**src/hw/rtl/eus_pkg.sv**
```systemverilog
// eus_pkg: shared types and constants of the edge uniform subdivider
// no dependencies; used by eus_iter_unit and edge_uniform_subdivider
package eus_pkg;

  localparam int unsigned CoordW = 32;
  localparam int unsigned TagW   = 24;
  localparam int unsigned FieldIdxW = 24;
  localparam int unsigned TargetW = 31;
  localparam int unsigned CfgIdxW = 2;
  localparam int unsigned CfgDataW = 32;
  localparam int unsigned UnitW  = 40;

  localparam logic [CfgIdxW-1:0] CfgTarget = 2'd0;
  localparam logic [CfgIdxW-1:0] CfgBase   = 2'd1;

  localparam logic [TargetW-1:0] TargetReset = 31'd65536;

  typedef enum logic {
    OpMul,
    OpDiv
  } eus_op_e;

  typedef struct packed {
    logic    start;
    eus_op_e op;
  } eus_cmd_t;

endpackage

```
**src/hw/rtl/eus_iter_unit.sv**
```systemverilog
// eus_iter_unit: shared radix-2 shift-add multiplier and restoring divider
// depends on eus_pkg (UnitW, eus_cmd_t)
module eus_iter_unit import eus_pkg::*; (
  input  logic               clk_i,
  input  logic               rst_ni,
  input  eus_cmd_t           cmd_i,
  input  logic [UnitW-1:0]   opa_i,
  input  logic [UnitW-1:0]   opb_i,
  output logic               done_o,
  output logic [2*UnitW-1:0] res_o
);

  localparam int unsigned CntW = $clog2(UnitW);

  logic            busy_q, done_q;
  logic [CntW-1:0] cnt_q;
  eus_op_e         op_q;
  logic [UnitW-1:0] b_q, hi_q, lo_q;
  logic [UnitW:0]  sum, rsh, rsub;
  logic            ge;

  // multiply: add multiplicand on lsb then shift right
  assign sum  = {1'b0, hi_q} + (lo_q[0] ? {1'b0, b_q} : '0);
  // divide: shift remainder left, subtract when it fits
  assign rsh  = {hi_q, lo_q[UnitW-1]};
  assign ge   = (rsh >= {1'b0, b_q});
  assign rsub = rsh - {1'b0, b_q};

  always_ff @(posedge clk_i or negedge rst_ni) begin
    if (!rst_ni) begin
      busy_q <= 1'b0;
      done_q <= 1'b0;
      cnt_q  <= '0;
      op_q   <= OpMul;
    end else begin
      done_q <= 1'b0;
      if (cmd_i.start) begin
        busy_q <= 1'b1;
        cnt_q  <= '0;
        op_q   <= cmd_i.op;
        b_q    <= (cmd_i.op == OpMul) ? opa_i : opb_i;
        hi_q   <= '0;
        lo_q   <= (cmd_i.op == OpMul) ? opb_i : opa_i;
      end else if (busy_q) begin
        if (op_q == OpMul) begin
          hi_q <= sum[UnitW:1];
          lo_q <= {sum[0], lo_q[UnitW-1:1]};
        end else begin
          hi_q <= ge ? rsub[UnitW-1:0] : rsh[UnitW-1:0];
          lo_q <= {lo_q[UnitW-2:0], ge};
        end
        if (cnt_q == CntW'(UnitW - 1)) begin
          busy_q <= 1'b0;
          done_q <= 1'b1;
        end
        cnt_q <= cnt_q + 1'b1;
      end
    end
  end

  assign done_o = done_q;
  assign res_o  = (op_q == OpMul) ? {hi_q, lo_q} : {{UnitW{1'b0}}, lo_q};

endmodule

```
**src/hw/rtl/edge_uniform_subdivider.sv**
```systemverilog
// edge_uniform_subdivider: splits one 3-d edge per item into n equal sub-segments
// sequence: four multiplies and a count walk over n, then per new vertex
//   three divisions, a segment step and a load; the last result takes a segment step and a load
// flow: one edge at a time, with loads held while the output stalls (a zero-length edge
//   gives no output); next edge taken once its last result is loaded
// reset: async active low; target length 1.0, vertex base 0, vertex counter 0
module edge_uniform_subdivider import eus_pkg::*; #(
  parameter int unsigned MAX_SEGMENTS = 64,
  parameter int unsigned INDEX_BITS   = FieldIdxW
) (
  input  logic                       clk_i,
  input  logic                       rst_ni,
  // configuration writes
  input  logic                       cfg_valid_i,
  output logic                       cfg_ready_o,
  input  logic [CfgIdxW-1:0]         cfg_index_i,
  input  logic [CfgDataW-1:0]        cfg_data_i,
  // edge items
  input  logic                       in_valid_i,
  output logic                       in_stall_o,
  input  logic [TagW-1:0]            edge_tag_i,
  input  logic [INDEX_BITS-1:0]      start_index_i,
  input  logic [INDEX_BITS-1:0]      end_index_i,
  input  logic signed [CoordW-1:0]   start_x_i,
  input  logic signed [CoordW-1:0]   start_y_i,
  input  logic signed [CoordW-1:0]   start_z_i,
  input  logic signed [CoordW-1:0]   end_x_i,
  input  logic signed [CoordW-1:0]   end_y_i,
  input  logic signed [CoordW-1:0]   end_z_i,
  // sub-segment items
  output logic                       out_valid_o,
  input  logic                       out_stall_i,
  output logic [INDEX_BITS-1:0]      seg_from_index_o,
  output logic [INDEX_BITS-1:0]      seg_to_index_o,
  output logic                       has_new_vertex_o,
  output logic signed [CoordW-1:0]   vertex_x_o,
  output logic signed [CoordW-1:0]   vertex_y_o,
  output logic signed [CoordW-1:0]   vertex_z_o,
  output logic [TagW-1:0]            source_edge_o,
  output logic                       count_clamped_o,
  output logic                       last_o
);

  localparam int unsigned NW    = $clog2(MAX_SEGMENTS + 1);
  localparam int unsigned MagW  = CoordW + 1;     // |end - start| below 2^32
  localparam int unsigned Len2W = 2 * MagW + 1;   // sum of three squares
  localparam int unsigned T2W   = 2 * TargetW;
  localparam int unsigned SqW   = T2W + 2 * NW + 2;
  localparam int unsigned PW    = UnitW - 1;      // k*|d| for k below the count
  localparam int unsigned QW    = MagW;
  localparam logic [INDEX_BITS-1:0] IdxMask = '1;

  typedef enum logic [3:0] {
    StIdle, StSqStart, StSqWait, StTtStart, StTtWait,
    StCount, StSeg, StVxStart, StVxWait, StLoad
  } state_e;

  state_e st_q;
  eus_cmd_t cmd_q;

  logic [TargetW-1:0]    target_q;
  logic [INDEX_BITS-1:0] base_q, vcnt_q;

  logic [TagW-1:0]       tag_q;
  logic [INDEX_BITS-1:0] end_idx_q, cur_q;
  logic signed [CoordW-1:0] s_q [3];
  logic [MagW-1:0]       m_q [3];
  logic                  neg_q [3];
  logic [PW-1:0]         p_q [3];
  logic [CoordW-1:0]     vx_q [3];
  logic [1:0]            j_q;
  logic [NW-1:0]         n_q, i_q;
  logic                  clamp_q;
  logic [Len2W-1:0]      len2_q;
  logic [T2W-1:0]        t2_q;
  logic [SqW-1:0]        sq_q, incr_q;

  // unit interface
  logic [UnitW-1:0]   opa, opb;
  logic               u_done;
  logic [2*UnitW-1:0] u_res;

  // output register
  logic                  ov_q, hv_q, cl_q, lt_q;
  logic [INDEX_BITS-1:0] of_q, ot_q;
  logic [CoordW-1:0]     ox_q, oy_q, oz_q;
  logic [TagW-1:0]       os_q;

  // input differences, taken as sign and magnitude
  logic signed [MagW-1:0] din [3];
  logic [MagW-1:0]        dmag [3];
  assign din[0] = MagW'(end_x_i) - MagW'(start_x_i);
  assign din[1] = MagW'(end_y_i) - MagW'(start_y_i);
  assign din[2] = MagW'(end_z_i) - MagW'(start_z_i);
  always_comb begin
    for (int k = 0; k < 3; k++) begin
      dmag[k] = din[k][MagW-1] ? MagW'(-din[k]) : MagW'(din[k]);
    end
  end

  // operands follow the wait state, in which the registered start reaches the unit
  always_comb begin
    opa = '0;
    opb = '0;
    case (st_q)
      StSqWait: begin
        opa = UnitW'(m_q[j_q]);
        opb = UnitW'(m_q[j_q]);
      end
      StTtWait: begin
        opa = UnitW'(target_q);
        opb = UnitW'(target_q);
      end
      StVxWait: begin
        // round to nearest, ties away from zero: (2m + n) / 2n
        opa = UnitW'({p_q[j_q], 1'b0}) + UnitW'(n_q);
        opb = UnitW'({n_q, 1'b0});
      end
      default: ;
    endcase
  end

  eus_iter_unit u_unit (
    .clk_i  (clk_i),
    .rst_ni (rst_ni),
    .cmd_i  (cmd_q),
    .opa_i  (opa),
    .opb_i  (opb),
    .done_o (u_done),
    .res_o  (u_res)
  );

  // next values used by several branches
  logic [Len2W-1:0] len2_d;
  logic [QW-1:0]    quot;
  logic [MagW:0]    off, vsum;
  logic             is_last, out_free;
  logic [INDEX_BITS-1:0] new_idx;

  assign len2_d  = len2_q + Len2W'(u_res[2*MagW-1:0]);
  assign quot    = u_res[QW-1:0];
  assign off     = neg_q[j_q] ? (MagW+1)'(0) - {1'b0, quot} : {1'b0, quot};
  assign vsum    = {{2{s_q[j_q][CoordW-1]}}, s_q[j_q]} + off;
  assign is_last = (NW'(i_q + 1'b1) == n_q);
  assign out_free = !ov_q || !out_stall_i;
  assign new_idx = (base_q + vcnt_q) & IdxMask;

  always_ff @(posedge clk_i or negedge rst_ni) begin
    if (!rst_ni) begin
      st_q     <= StIdle;
      cmd_q    <= '{start: 1'b0, op: OpMul};
      target_q <= TargetReset;
      base_q   <= '0;
      vcnt_q   <= '0;
      ov_q     <= 1'b0;
      j_q      <= '0;
      n_q      <= '0;
      i_q      <= '0;
    end else begin
      // start pulse for one cycle, on leaving a start state
      cmd_q.start <= st_q inside {StSqStart, StTtStart, StVxStart};

      // the user must make register writes only while idle; the block does not enforce it
      if (cfg_valid_i) begin
        case (cfg_index_i)
          CfgTarget: target_q <= cfg_data_i[TargetW-1:0];
          CfgBase:   base_q   <= cfg_data_i[INDEX_BITS-1:0] & IdxMask;
          default: ;
        endcase
      end

      // the load state refills the output register itself
      if (ov_q && !out_stall_i && st_q != StLoad) ov_q <= 1'b0;

      case (st_q)
        StIdle: begin
          if (in_valid_i) begin
            tag_q     <= edge_tag_i;
            cur_q     <= start_index_i & IdxMask;
            end_idx_q <= end_index_i & IdxMask;
            s_q[0] <= start_x_i;
            s_q[1] <= start_y_i;
            s_q[2] <= start_z_i;
            for (int k = 0; k < 3; k++) begin
              m_q[k]   <= dmag[k];
              neg_q[k] <= din[k][MagW-1];
            end
            len2_q <= '0;
            j_q    <= '0;
            st_q   <= StSqStart;
          end
        end
        StSqStart: begin
          cmd_q.op <= OpMul;
          st_q     <= StSqWait;
        end
        StSqWait: begin
          if (u_done) begin
            len2_q <= len2_d;
            if (j_q == 2'd2) begin
              // zero-length edge gives nothing
              st_q <= (len2_d == '0) ? StIdle : StTtStart;
            end else begin
              j_q  <= j_q + 1'b1;
              st_q <= StSqStart;
            end
          end
        end
        StTtStart: begin
          cmd_q.op <= OpMul;
          st_q     <= StTtWait;
        end
        StTtWait: begin
          if (u_done) begin
            t2_q   <= u_res[T2W-1:0];
            sq_q   <= SqW'(u_res[T2W-1:0]);
            incr_q <= SqW'(u_res[T2W-1:0]) + SqW'({u_res[T2W-1:0], 1'b0});
            n_q    <= NW'(1);
            st_q   <= StCount;
          end
        end
        StCount: begin
          // walk n upward: (n*T)^2 grows by (2n+1)*T^2 per step
          if (sq_q >= SqW'(len2_q) || n_q == NW'(MAX_SEGMENTS)) begin
            clamp_q <= !(sq_q >= SqW'(len2_q));
            i_q     <= '0;
            for (int k = 0; k < 3; k++) p_q[k] <= PW'(m_q[k]);
            st_q    <= StSeg;
          end else begin
            sq_q   <= sq_q + incr_q;
            incr_q <= incr_q + SqW'({t2_q, 1'b0});
            n_q    <= n_q + 1'b1;
          end
        end
        StSeg: begin
          j_q  <= '0;
          st_q <= is_last ? StLoad : StVxStart;
        end
        StVxStart: begin
          cmd_q.op <= OpDiv;
          st_q     <= StVxWait;
        end
        StVxWait: begin
          if (u_done) begin
            vx_q[j_q] <= vsum[CoordW-1:0];
            if (j_q == 2'd2) st_q <= StLoad;
            else begin
              j_q  <= j_q + 1'b1;
              st_q <= StVxStart;
            end
          end
        end
        StLoad: begin
          if (out_free) begin
            ov_q <= 1'b1;
            of_q <= cur_q;
            os_q <= tag_q;
            cl_q <= clamp_q;
            lt_q <= is_last;
            hv_q <= !is_last;
            if (is_last) begin
              ot_q <= end_idx_q;
              ox_q <= '0;
              oy_q <= '0;
              oz_q <= '0;
              st_q <= StIdle;
            end else begin
              ot_q   <= new_idx;
              ox_q   <= vx_q[0];
              oy_q   <= vx_q[1];
              oz_q   <= vx_q[2];
              cur_q  <= new_idx;
              vcnt_q <= vcnt_q + 1'b1;
              i_q    <= i_q + 1'b1;
              for (int k = 0; k < 3; k++) p_q[k] <= p_q[k] + PW'(m_q[k]);
              st_q   <= StSeg;
            end
          end
        end
        default: st_q <= StIdle;
      endcase
    end
  end

  assign cfg_ready_o      = 1'b1;
  assign in_stall_o       = (st_q != StIdle);
  assign out_valid_o      = ov_q;
  assign seg_from_index_o = of_q;
  assign seg_to_index_o   = ot_q;
  assign has_new_vertex_o = hv_q;
  assign vertex_x_o       = ox_q;
  assign vertex_y_o       = oy_q;
  assign vertex_z_o       = oz_q;
  assign source_edge_o    = os_q;
  assign count_clamped_o  = cl_q;
  assign last_o           = lt_q;

`ifndef SYNTHESIS
  // an accepted edge keeps the input side busy
  a_busy_after_accept: assert property (@(posedge clk_i) disable iff (!rst_ni)
    in_valid_i && !in_stall_o |=> in_stall_o)
    else $error("input not stalled after accepting an edge");

  // the final sub-segment never carries a new vertex
  a_last_no_vertex: assert property (@(posedge clk_i) disable iff (!rst_ni)
    out_valid_o |-> !(has_new_vertex_o && last_o))
    else $error("last sub-segment flagged with a new vertex");

  // the shared unit only finishes while a wait state expects it
  a_done_in_wait: assert property (@(posedge clk_i) disable iff (!rst_ni)
    u_done |-> (st_q == StSqWait || st_q == StTtWait || st_q == StVxWait))
    else $error("arithmetic unit finished outside a wait state");
`endif

endmodule
```
**config.mk**
```make
export PLATFORM = sky130hd
export DESIGN_NAME = edge_uniform_subdivider
export DESIGN_NICKNAME = d
export VERILOG_FILES = /design/src/hw/rtl/eus_pkg.sv /design/src/hw/rtl/eus_iter_unit.sv /design/src/hw/rtl/edge_uniform_subdivider.sv
export SDC_FILE = /design/constraint.sdc
export NUM_CORES = 2
export LEC_CHECK = 0
export BUFFER_PORTS_ARGS = -buffer_cell sky130_fd_sc_hd__clkbuf_2
export CORE_ASPECT_RATIO = 1.25
export CORE_MARGIN = 1
export CORE_UTILIZATION = 60
export DETAILED_ROUTE_END_ITERATION = 6
export GPL_ROUTABILITY_DRIVEN = 0
export HOLD_SLACK_MARGIN = 0.05
export PLACE_DENSITY = 0.76
export RECOVER_POWER = 50
export SYNTH_ARGS = -nofsm -noshare
export SYNTH_HDL_FRONTEND = slang
export SYNTH_SLANG_ARGS = --single-unit
```
**constraint.sdc**
```tcl
create_clock -name clk_i -period 20.1 [get_ports clk_i]
set_input_delay 4.02 -clock clk_i [delete_from_list [all_inputs] [get_ports clk_i]]
set_output_delay 4.02 -clock clk_i [all_outputs]
set_load 0.005 [all_outputs]
```
==> results by group <==
Flow run
  • Max-capacitance violation count: 30

Global routing
  • Grt ovf: 0
  • Total track usage: 35.29%
  • Vias in the first global route: 65310
  • Largest net degree at the start of global routing: 116
  • First-pass GRT wire length: 377000 um
  • Initial antenna violation count: 39

Die
  • Core Area: 0.1371 sq mm
  • Die H: 417.5 um
  • Die Area: 0.1396 sq mm
  • Die Wd: 334.4 um
  • # rows: 152
  • Top Ports: 477
  • Initial cell density of the core: 60.44%

Synthesis
  • Synth Instances: 8605
  • Adder-cell share of the synthesized area: 10.66%
  • Largest family of logic cells by synthesized area: compound AO/OA/AOI/OAI gates
  • Yosys warnings: 0
  • Yosys reg bits: 1171
  • Post-synthesis compound-gate area fraction: 19.00%
  • Mapped Area: 0.08287 sq mm
  • Synth Area in Simple Gates: 13.95%
  • Syn Nets: 9601
  • Sequential cell area fraction in the yosys report: 41.76%
  • Mux contribution to synthesized area: 2.660%
  • Number of synthesized flops with an enable pin: 1060
  • Post-synth cell types: 113
  • Syn avg cell area: 9.631 sq um
  • Main synth FF type: edfxtp_1
  • Post-Synth XOR/XNOR Area: 8.190%
  • Ys async rst share: 9.479%

Clocking
  • Hold-fix buffers, CTS: 0
  • CTS root buf: clkbuf_16
  • Clk Latency, worst-skew pair: 0.82 ns
  • Number of CTS-inserted buffers: 116
  • Clock buffer depth: 3
  • Setup Buffers After CTS: 0
  • Resize count post-CTS: 0
  • CTS tree: built
  • Reg clk slew, reported paths: 0.07 ns
  • Clk sinks: 1171
  • H-tree depth: 3

Route
  • Vias post-DR: 68630
  • Remaining routing DRC violations: 0
  • Total wire length: 252200 um
  • Initial DRC Count: 6658
  • Wire length per cell after detailed routing: 23.16 um
  • Post-route ant nets: 0
  • First-pass DRT Iterations: 6
  • Via density per instance: 6.304

Placed design
  • Dpl cells: 10640
  • Buffers on Ports: 474
  • Post-DP HPWL: 195900 um

Setup path
  • Required @ worst endpoint: 20.77 ns
  • CP peak stage delay: 1.88 ns
  • WP data arrival: 11.61 ns
  • Worst path cell trace: clkbuf_1 > clkbuf_1 > nor2b_1 > ha_1 > nand2_1 > o41ai_1 > inv_1 > o21ai_0 > a21oi_1 > mux2_2 > nor4bb_1 > nand4_1 > nor4_1 > nand4b_1 > or4_1 > nor4_2 > a21oi_1 > nor2_1 > o21ai_1
  • CP Launch Type: flip-flop
  • Worst Path Class, Setup: reg -> reg
  • Slowest-stage cell, CP: clkbuf_1
  • CP Max Fanout: 60
  • Worst Setup End Kind: flip-flop

Final layout
  • Non-Filler Instances: 10890
  • Synth-to-layout area growth: 8.912%
  • Commonest non-fill, non-tap cells in the layout: edfxtp_1 (1060), nand2_1 (744), a21oi_1 (693), nor2_1 (679), ha_1 (678)
  • Multi-input gate area: 0.04513 sq mm
  • Most common cell after layout, fill and taps aside: edfxtp_1
  • Number of nets in the layout: 9901
  • Fillcell total: 10820
  • Sequential Area: 0.03462 sq mm
  • Share of cells above drive strength 1: 7.482%

Timing
  • Clk_skew: 0.08083 ns
  • Actual slew at the worst max-slew pin: 4.104 ns
  • Max Fclk: 91.38 MHz
  • Hold slack final: 0.4199 ns
  • Final hold violations: 0
  • Period minus WS final: 10.94 ns
  • Slew Viols, Final: 1530
  • Fin crit share: 54.45%
  • Slew margin rel.: -173.6%
  • Setup TNS: 0 ns
  • RSZ-0062 raised after global routing: false
  • Final Setup Violations: 0

Status
  • Outcome: finished, violations left
  • Failing checks: max-capacitance violations, max-slew violations

Power
  • PwrDens: 136.2 mW/mm^2
  • LEAKAGE: 36.61 nW
  • Max IR drop VDD: 0.0001081 V

Hold path
  • Worst Hold Class: reg -> reg
[state kept, by name, summed over array words and instances (netlist names), 40 cells and up]
name	count
p_q	117
m_q	99
s_q	96
vx_q	96
incr_q	78
sq_q	78
len2_q	67
t2_q	62
u_unit.b_q	40
u_unit.hi_q	40
u_unit.lo_q	40
[layout make-up]
type | count | area share [%]
multi-input combinational | 6631 | 50.00
timing repair buffer | 530 | 2.741
inverter | 455 | 1.892
antenna | 31 | 0.08595
tap | 1848 | 2.562
clock inverter | 80 | 0.9911
sequential | 1171 | 38.35
clock buffer | 141 | 3.375
[kinds of logic (layout without fill, tap and decap cells)]
logic type      Yosys count  after routing
compound gates         2514           2514
xor+xnor                775            775
fa+ha+maj               698            698
simple gates           2431           2431
other cells               1             32
mux                     212            212
flops                  1171           1171
buf+inv                 803           1206
[worst paths after layout]
kind,start,endpoint,slack (ns),depth (start not counted)
max,u_unit.op_q,st_q[0],9.16,19
min,tag_q[21],source_edge_o[21],0.42,0
max reg2reg,u_unit.op_q,st_q[0],9.16,19
min reg2reg,tag_q[21],source_edge_o[21],0.42,0
max in group asynchronous,rst_ni,out_valid_o,10.51,3
min in group asynchronous,rst_ni,target_q[26],3.73,1
[synthesized netlist by cell type (all sizes together), types with 99 or more instances]
cell type  instances  area (sq um)
inv              453          1700
nand2b           112         700.7
a21oi            698          3516
nor3             106         530.5
edfxtp          1060         31830
a21o             342          2576
nand4             99         619.3
xnor2            469          4108
o21ai            697          3496
and2             146         914.6
o21bai            99         743.2
nand2            745          2796
nor2             680          2555
ha               678          8483
nand3            144         720.7
xor2             306          2680
dfrtp            110          2753
mux2i            146          1461
clkbuf           275          1082
nor2b            117         732.0
[per-stage QoR]
step	total power [W]	area (sq um)	setup WS (ns)	util, %
detailed placement	0.009846	86690	10.72	63.22
floorplan	0.008050	82870	10.70	-
global route	0.01291	90250	8.733	65.82
finish	0.01229	90260	9.156	65.83
global placement	0.009672	86690	10.86	63.22
CTS	0.01213	90630	11.57	66.10
[power by group]
part	switching (W)	internal, W
registers	0.000465	0.00336
clock network	0.00102	0.00126
logic	0.00390	0.00229
total	0.00539	0.00691
[worst max-delay path: cells and delay by family (launching register included)]
kind / cells / cell delay (ns)
compound gates: 5 / 0.89
simple gates: 9 / 4.24
buf+inv: 3 / 3.40
mux: 1 / 0.39
fa+ha+maj: 1 / 0.65
flops: 1 / 1.22
[routing by layer]
metal	track usage, %	wire, um	up-vias	part of all wire (%)
met1	42.58	93670	32780	37
li1	-	-	32020	-
met4	25.11	20060	10	8.0
met5	0	65	-	0.026
met2	58.43	119000	3103	47
met3	4.561	19420	718	7.7
Note: power is estimated with default switching activity, not from simulation.
